<file path="src/sv/swmf_pkg.sv">
// shared types for the sliding window median filter
// command and status groups between controller and datapath, default sizes
// no dependencies
package swmf_pkg;

   localparam int WINDOW_DEFAULT      = 5;
   localparam int SAMPLE_BITS_DEFAULT = 16;

   // controller to datapath
   typedef struct packed {
      logic load;   // write the accepted sample, restart the candidate scan
      logic step;   // rank the current candidate, advance to the next
      logic emit;   // copy the found median into the output register
   } cmd_type;

   // datapath to controller
   typedef struct packed {
      logic last_cand;  // current candidate is the last valid slot
   } status_type;

endpackage

</file>
<file path="src/sv/swmf_ctrl.sv">
// controller for the sliding window median filter
// sequences accept, candidate scan, pipeline drain and result hand-off
// depends on swmf_pkg
module swmf_ctrl (
   input  logic                  clock,
   input  logic                  reset,
   input  logic                  req_valid,
   output logic                  req_stall,
   output logic                  rsp_valid,
   input  logic                  rsp_stall,
   input  swmf_pkg::status_type  status,
   output swmf_pkg::cmd_type     cmd
);

   localparam logic [1:0] S_IDLE  = 2'd0;
   localparam logic [1:0] S_SCAN  = 2'd1;
   localparam logic [1:0] S_DRAIN = 2'd2;
   localparam logic [1:0] S_OUT   = 2'd3;

   logic [1:0] state_ff, state_in;
   logic       rsp_valid_ff, rsp_valid_in;
   logic       out_free;

   assign out_free  = !rsp_valid_ff || !rsp_stall;
   assign req_stall = (state_ff != S_IDLE);
   assign rsp_valid = rsp_valid_ff;

   always_comb begin
      state_in = state_ff;
      cmd      = '0;
      unique case (state_ff)
         S_IDLE: begin
            if (req_valid) begin
               cmd.load = 1'b1;
               state_in = S_SCAN;
            end
         end
         S_SCAN: begin
            cmd.step = 1'b1;
            if (status.last_cand) state_in = S_DRAIN;
         end
         S_DRAIN: begin
            state_in = S_OUT;
         end
         S_OUT: begin
            if (out_free) begin
               cmd.emit = 1'b1;
               state_in = S_IDLE;
            end
         end
         default: state_in = S_IDLE;
      endcase
   end

   always_comb begin
      rsp_valid_in = rsp_valid_ff;
      if (rsp_valid_ff && !rsp_stall) rsp_valid_in = 1'b0;
      if (cmd.emit) rsp_valid_in = 1'b1;
   end

   always_ff @(posedge clock) begin
      if (reset) begin
         state_ff     <= S_IDLE;
         rsp_valid_ff <= 1'b0;
      end else begin
         state_ff     <= state_in;
         rsp_valid_ff <= rsp_valid_in;
      end
   end

endmodule

</file>
<file path="src/sv/swmf_datapath.sv">
// datapath for the sliding window median filter
// circular window, fill count, rank-by-count candidate scan, output register
// depends on swmf_pkg
module swmf_datapath #(
   parameter int WINDOW      = swmf_pkg::WINDOW_DEFAULT,
   parameter int SAMPLE_BITS = swmf_pkg::SAMPLE_BITS_DEFAULT
) (
   input  logic                          clock,
   input  logic                          reset,
   input  swmf_pkg::cmd_type             cmd,
   output swmf_pkg::status_type          status,
   input  logic signed [SAMPLE_BITS-1:0] req_sample,
   output logic signed [SAMPLE_BITS-1:0] rsp_median
);

   localparam int IDX_W = $clog2(WINDOW);
   localparam int CNT_W = $clog2(WINDOW + 1);

   logic signed [SAMPLE_BITS-1:0] win_ff [WINDOW];
   logic [IDX_W-1:0]              slot_ff, slot_in;
   logic [CNT_W-1:0]              fill_ff, fill_in;
   logic [IDX_W-1:0]              cand_ff;
   logic [WINDOW-1:0]             mask_ff, mask_in;
   logic                          mask_vld_ff;
   logic signed [SAMPLE_BITS-1:0] cand_val_ff, cand_v;
   logic signed [SAMPLE_BITS-1:0] found_ff;
   logic signed [SAMPLE_BITS-1:0] median_ff;
   logic [CNT_W-1:0]              rank;
   logic [CNT_W-1:0]              target;

   assign cand_v = win_ff[cand_ff];
   assign target = fill_ff >> 1;

   assign slot_in = (slot_ff == IDX_W'(WINDOW - 1)) ? '0 : slot_ff + 1'b1;
   assign fill_in = (fill_ff == CNT_W'(WINDOW)) ? fill_ff : fill_ff + 1'b1;

   assign status.last_cand = ((CNT_W'(cand_ff) + 1'b1) == fill_ff);

   // a valid slot counts below the candidate if smaller, or equal and at a lower index
   always_comb begin
      for (int j = 0; j < WINDOW; j++) begin
         mask_in[j] = (CNT_W'(j) < fill_ff) &&
                      ((win_ff[j] < cand_v) ||
                       ((IDX_W'(j) < cand_ff) && (win_ff[j] == cand_v)));
      end
   end

   always_comb begin
      rank = '0;
      for (int j = 0; j < WINDOW; j++) begin
         rank = rank + CNT_W'(mask_ff[j]);
      end
   end

   always_ff @(posedge clock) begin
      if (reset) begin
         slot_ff     <= '0;
         fill_ff     <= '0;
         cand_ff     <= '0;
         mask_vld_ff <= 1'b0;
      end else begin
         mask_vld_ff <= cmd.step;
         if (cmd.load) begin
            slot_ff <= slot_in;
            fill_ff <= fill_in;
            cand_ff <= '0;
         end else if (cmd.step) begin
            cand_ff <= cand_ff + 1'b1;
         end
      end
   end

   always_ff @(posedge clock) begin
      if (cmd.load) win_ff[slot_ff] <= req_sample;
      if (cmd.step) begin
         mask_ff     <= mask_in;
         cand_val_ff <= cand_v;
      end
      if (mask_vld_ff && (rank == target)) found_ff <= cand_val_ff;
      if (cmd.emit) median_ff <= found_ff;
   end

   assign rsp_median = median_ff;

endmodule

</file>
<file path="src/sv/sliding_window_median_filter.sv">
// top level of the sliding window median filter
// ties controller and datapath together, holds the checks
// depends on swmf_pkg, swmf_ctrl, swmf_datapath
//
// One signed sample goes in per request and one median comes out for it: the
// median of the samples now in the window of the last WINDOW, taking the upper
// middle value whenever the count of valid samples is even. A request passes
// through accept, where the sample is written, a scan that ranks each valid
// slot (1 to WINDOW, 5 at the default window once full) in turn against all
// others in parallel, a drain state that settles the last rank count, and a
// hand-off that waits while an earlier result is still stalled. The next
// request is taken as soon as the result sits in the output register, even
// while the receiver stalls it. Window contents need no clearing after reset.
module sliding_window_median_filter #(
   parameter int WINDOW      = swmf_pkg::WINDOW_DEFAULT,
   parameter int SAMPLE_BITS = swmf_pkg::SAMPLE_BITS_DEFAULT
) (
   input  logic                          clock,
   input  logic                          reset,
   input  logic                          req_valid,
   output logic                          req_stall,
   input  logic signed [SAMPLE_BITS-1:0] req_sample,
   output logic                          rsp_valid,
   input  logic                          rsp_stall,
   output logic signed [SAMPLE_BITS-1:0] rsp_median
);

   swmf_pkg::cmd_type    cmd;
   swmf_pkg::status_type status;

   // sequencing of accept, scan and hand-off
   swmf_ctrl u_ctrl (
      .clock     (clock),
      .reset     (reset),
      .req_valid (req_valid),
      .req_stall (req_stall),
      .rsp_valid (rsp_valid),
      .rsp_stall (rsp_stall),
      .status    (status),
      .cmd       (cmd)
   );

   // window storage and rank counting
   swmf_datapath #(
      .WINDOW      (WINDOW),
      .SAMPLE_BITS (SAMPLE_BITS)
   ) u_datapath (
      .clock      (clock),
      .reset      (reset),
      .cmd        (cmd),
      .status     (status),
      .req_sample (req_sample),
      .rsp_median (rsp_median)
   );

   // a request starts a scan, so the input closes right after it
   a_busy_after_accept: assert property (@(posedge clock) disable iff (reset)
      (req_valid && !req_stall) |=> req_stall)
      else $error("input not closed after a request was taken");

   // handing over a result always raises the output valid
   a_emit_sets_valid: assert property (@(posedge clock) disable iff (reset)
      cmd.emit |=> rsp_valid)
      else $error("result handed over without output valid");

   // a waiting result is never overwritten
   a_no_overwrite: assert property (@(posedge clock) disable iff (reset)
      !(cmd.emit && rsp_valid && rsp_stall))
      else $error("pending result overwritten");

   // the datapath never loads and scans in the same cycle
   a_load_step_apart: assert property (@(posedge clock) disable iff (reset)
      !(cmd.load && cmd.step))
      else $error("load and scan step together");

endmodule
</file>
<file path="config.mk">
export PLATFORM = sky130hd
export DESIGN_NAME = sliding_window_median_filter
export DESIGN_NICKNAME = d
export VERILOG_FILES = /design/src/sv/swmf_pkg.sv /design/src/sv/swmf_ctrl.sv /design/src/sv/swmf_datapath.sv /design/src/sv/sliding_window_median_filter.sv
export SDC_FILE = /design/constraint.sdc
export NUM_CORES = 1
export LEC_CHECK = 0
export ABC_AREA = 1
export BUFFER_PORTS_ARGS = -buffer_cell sky130_fd_sc_hd__buf_2
export CORE_MARGIN = 2
export CORE_UTILIZATION = 45
export DETAILED_ROUTE_END_ITERATION = 8
export PLACE_DENSITY_LB_ADDON = 0.08
export SKIP_LAST_GASP = 1
export SYNTH_ARGS = -nofsm -noshare
export SYNTH_HDL_FRONTEND = slang
export SYNTH_SLANG_ARGS = --single-unit
export TNS_END_PERCENT = 30
</file>
<file path="constraint.sdc">
create_clock -name clock -period 3.65 [get_ports clock]
set_clock_uncertainty 0.15 [all_clocks]
set_input_delay 0.365 -clock clock [delete_from_list [all_inputs] [get_ports clock]]
set_output_delay 0.365 -clock clock [all_outputs]
set_load 0.01 [all_outputs]
</file>
After elaboration in Yosys (flattened, before gate mapping)
Memories as Yosys holds them, arrays and structs flattened. A register that Yosys moved wholly into a read port is not among the register bits.
Index checks and enable logic that the tools add are counted.
- output and inout bits: 18
- memories: 1
- memory bits (writable): 80
- input port bits: 20
- word-level logic and storage cells: 91
- bits in registers: 66
- memory list (name ; words ; width ; read ports ; clocked after Yosys merged registers in ; write ports ; RTL line ; text):
    u_datapath.win_ff ; 5 ; 16 ; 6 ; 1 ; 1 ; swmf_datapath.sv:19 ; logic signed [SAMPLE_BITS-1:0] win_ff [WINDOW];
- $lt $le $gt $ge: 15
- reduce and logical (&&, ||, !) cells: 26
- bitwise operators: 1
- $add $sub $neg: 7
- mux-type cells: 16
- eq/ne operators: 15
- operator list (cell ; count):
    $eq A16 B16 Y1 ; 5
    $lt A16 B16 Y1 ; 5
    $logic_and A1 B1 Y1 ; 12
    $lt A1 B3 Y1 const A ; 4
    $lt A2 B3 Y1 const A ; 4
    $add A3 B1 Y3 ; 3
    $add A3 B1 Y3 const B ; 3
    $mux W1 ; 9
    $mux W3 ; 3
    $pmux W2 S4 ; 1
    $eq A3 B3 Y1 const B ; 2
    $logic_or A1 B1 Y1 ; 6
    $lt A3 B3 Y1 const A ; 2
    $mux W2 ; 3
    $eq A2 B2 Y1 const B ; 2
    $ne A2 B2 Y1 const B ; 2
    $reduce_bool A2 Y1 ; 2
    $eq A3 B2 Y1 ; 1
    $eq A3 B3 Y1 ; 1
    $reduce_and A3 Y1 ; 1
    $add A1 B1 Y2 ; 1
    $eq A2 B1 Y1 const B ; 1
    $logic_not A1 Y1 ; 2
    $logic_not A2 Y1 ; 1
    other kinds (4) ; 4

Logic depth before layout (Yosys ltp)
- depth after elaboration: 6
- gate-level depth with buffers: 22
- mapped depth without buffers: 20

Cells and area by module
From an unflattened synthesis, not the netlist that was laid out.
- cell total of the unflattened synthesis: 882
- area, all modules: 9711.8 um^2
- by module, submodules not included (module ; area each (um^2) ; times used ; seq. area each (um^2) ; cells each):
    swmf_datapath ; 9472.8 ; 1 ; 5695.5 ; 848
    swmf_ctrl ; 239.0 ; 1 ; 60.1 ; 34

Least setup slack after synthesis
No wires, ideal clock.
- path kind: flip-flop to flip-flop
- start point: register u_datapath.mask_ff[0]
- end point: register u_datapath.found_ff[0], enable pin
- slack: -0.166 ns
- data arrival time: 3.251 ns
- library setup time: 0.414 ns
- cell stages (with the launch flop): 11
- buffers on the path: 0
- data required time: 3.086 ns
- clock period less this slack: 3.816 ns
- cell sequence: edfxtp_1 ha_1 inv_1 fa_1 inv_1 ha_1 fa_1 nor2_1 nor2_1 nand2_1 a211oi_1
- word-level cells in the longest chain between the ends: 6
- ends and longest elaborated chain (element ; RTL line ; text):
    start, declared ; swmf_datapath.sv:23 ; logic [WINDOW-1:0] mask_ff, mask_in;
    start signal, assigned ; swmf_datapath.sv:76 ; mask_ff <= mask_in;
    $add A1 B1 Y2 ; swmf_datapath.sv:51 ; rank = rank + CNT_W'(mask_ff[j]);
    $add A3 B1 Y3 (3 in a row) ; swmf_datapath.sv:51 ;
    $eq A3 B2 Y1 ; swmf_datapath.sv:79 ; if (mask_vld_ff && (rank == target)) found_ff <= cand_val_ff;
    $logic_and A1 B1 Y1 ; swmf_datapath.sv:79 ;
    end signal, assigned ; swmf_datapath.sv:79 ;
    end, declared ; swmf_datapath.sv:26 ; logic signed [SAMPLE_BITS-1:0] found_ff;
No other way between the ends.
A chain may end at the register's enable or synchronous reset.

==> flow_summary.ini <==
[synthesis]
synth_area_um2 = 9640
ys_types = 35
ys_top_cells_by_count = edfxtp_1, nor2_1, nand2_1
synth-edff-count = 181
syn_area_per_cell_um2 = 11.1
ys_seq_area_frac = 0.597
ys_warn_count = 0
synth_cells = 870
synth_area_leaders = edfxtp_1, ha_1, nor2_1
synth_most_common_cell = edfxtp_1
async_flop_share = 0
synth_area_leader_cell = edfxtp_1
synth_top_area_frac = 0.564
ys.flop_type = edfxtp_1
syn-num-nets = 984
synth-seq-cells = 197

[timing]
final.min_clock_period_ns = 3.29
fin_hold_ws_ns = 0.0474
tightest_slew_ns = 0.835
setup_violations = 0
worst_slack_ns = 0.361
slew_headroom = 0.444
setup_tns_ns = 0
rsz0062_at_grt = false
maxSlewViolCount = 0
hold_viol_final = 0
period_share = 0.901
fmax_mhz = 304

[route]
dr.pass1.iters = 5
ant_nets = 0
drc = 0
dr.first_iter.drc_count = 513
wirelength_um = 22600
vias = 6440
wl_per_cell_um = 18.6
vias_per_cell = 5.30

[grt]
grt_pass1_vias = 6310
grt_pass1_wl_um = 35100
grtUsageTotal = 0.210
grt_overflow_total = 0
grt_max_degree = 41
antenna_found_initial = 0

[layout]
multi_input_area_um2 = 3380
instances_no_fill = 1215
drive_gt1_frac = 0.118
regArea_um2 = 5760
n_antenna_cell = 0
fillers = 1848
final_nets = 1041
area_growth_pct = 12.1

[run]
max_cap_viol_count = 0

[placement]
gp_congestion = 0.884
portBuffers = 37
place_ws_ns = 0.267
place_inst = 1183
hpwl_um = 16000

[clock_tree]
cts_tree = yes
hold_buffers = 0
ctsRootBufferMaster = clkbuf_16
cts_sinks = 197
path_clk_slew_ns = 0.07
clockBufferDepth = 2
clk_latency_ns = 0.42
cts_buffers = 17
ctsHtreeMaxLevel = 4

[critical_path]
end_kind = flop
rrSetupSlack_ns = 0.36
crit_arrival_ns = 3.32
crit_type = reg2reg
cp_max_fo = 32
start_kind = flop
required_ns = 3.68

[min_path]
hold_class = in2reg

[power_and_ir_drop]
ir_drop_uv = 351
p_leak_nw = 4.43
finalPower_mw = 7.95
p_per_area_nw_per_um2 = 735

[floorplanning]
fp-row-count = 53
ioPinCount = 38
dieArea_um2 = 22600
core-area_um2 = 21000
dieHeight_um = 150
dieWidth_um = 150
start_util = 0.459

[outcome]
status = complete, no violations
cell usage in the layout, fill, tap and decap left out, types with 2 or more instances in the layout:
cell,netlist,final
edfxtp_1,181,181
a21o_1,3,3
inv_6,1,2
clkinv_2,0,4
inv_2,3,3
fa_1,2,2
nand4_1,9,9
clkinv_4,0,2
clkbuf_1,3,2
o32ai_1,30,30
nand2_1,136,136
ha_1,92,92
inv_1,91,91
or2_2,2,2
o21a_1,4,4
o21ai_1,2,2
o21ai_2,13,13
o21ai_0,48,48
and3_1,2,2
buf_4,4,22
a21oi_1,46,46
nand3_1,16,16
bufinv_16,0,2
clkinv_1,0,2
dfxtp_1,16,14
nor2_1,137,137
clkbuf_16,0,17
buf_12,0,2
nor3_1,3,3
dfxtp_4,0,2
o21bai_1,2,2
buf_2,6,37
stage by stage:
stage | util | cell area (um2)
after floorplan | - | 9650
after global placement | 0.487 | 10200
after detailed placement | 0.487 | 10200
after CTS | 0.514 | 10800
after global routing | 0.514 | 10800
final | 0.514 | 10800
flip-flops by register name, summed over array words and instances, names as in the netlist, named ones only:
| register | count |
|---|---|
| u_ctrl.rsp_valid | 1 |
| u_datapath.cand_ff | 3 |
| u_ctrl.state_ff | 2 |
| u_datapath.mask_vld_ff | 1 |
| u_datapath.rsp_median | 16 |
| u_datapath.fill_ff | 3 |
| u_datapath.mask_ff | 5 |
| u_datapath.slot_ff | 3 |
| u_datapath.win_ff | 128 |
| u_datapath.found_ff | 16 |
| u_datapath.cand_val_ff | 16 |
worst max-delay path: stages (launching register included):
cell	delay [ns]
dfxtp_4	0.44
inv_6	0.13
buf_12	0.20
nor2_1	0.06
o32ai_1	0.23
inv_1	0.09
o21ai_2	0.27
inv_1	0.18
ha_1	0.32
nand2_1	0.06
inv_1	0.03
o21ai_0	0.17
nand2_1	0.07
nor2_1	0.21
a21oi_1	0.11
nor2_1	0.23
nor2_1	0.07
area by class of cell:
class                           count  area share
Tap cell                          275      0.0318
Inverter                           95      0.0335
Clock buffer                       19      0.0401
Sequential cell                   197       0.533
Timing Repair Buffer               61      0.0361
Clock inverter                     13      0.0123
Multi-Input combinational cell    555       0.313
power by group:
group | total [mW] | switching (mW) | internal [mW]
sequential | 3.01 | 0.174 | 2.84
clock | 1.83 | 0.816 | 1.01
combinational | 3.11 | 2.00 | 1.11
total | 7.95 | 2.99 | 4.96
repair_timing:
action / CTS / global route
gates resized for setup: 0 / 2
setup buffers: 0 / 0
setup endpoints to repair: 0 / 1
per-layer routing:
layer | vias to the layer above | track usage | wire, um
li1 | 3160 | - | -
met1 | 3075 | 0.302 | 10800
met2 | 186 | 0.329 | 10400
met3 | 19 | 0.0400 | 1160
met4 | 0 | 0.0509 | 271
met5 | - | 0 | 0
cell families (layout without fill, tap and decap cells):
kind of cell,after synthesis,count (layout),share of synthesized area
AND/OR/NAND/NOR,305,305,0.125
XOR/XNOR,2,2,0.00182
AO/OA/AOI/OAI,154,154,0.100
flip-flops,197,197,0.597
adder cells (fa/ha/maj),94,94,0.124
buffers and inverters,118,188,0.0528
worst paths after layout:
path / start / endpoint / cells past startpoint
worst min register to register: u_datapath.found_ff[12]$_DFFE_PP_ / u_datapath.rsp_median[12]$_DFFE_PP_ / 0
worst max register to register: flop / u_datapath.mask_ff[4]$_DFFE_PP_ / 16
worst max-delay path: flop / u_datapath.mask_ff[4]$_DFFE_PP_ / 16
worst min-delay path: reset / u_ctrl.rsp_valid$_SDFFE_PP0P_ / 2
No activity file was read; power rests on OpenSTA's default activity.
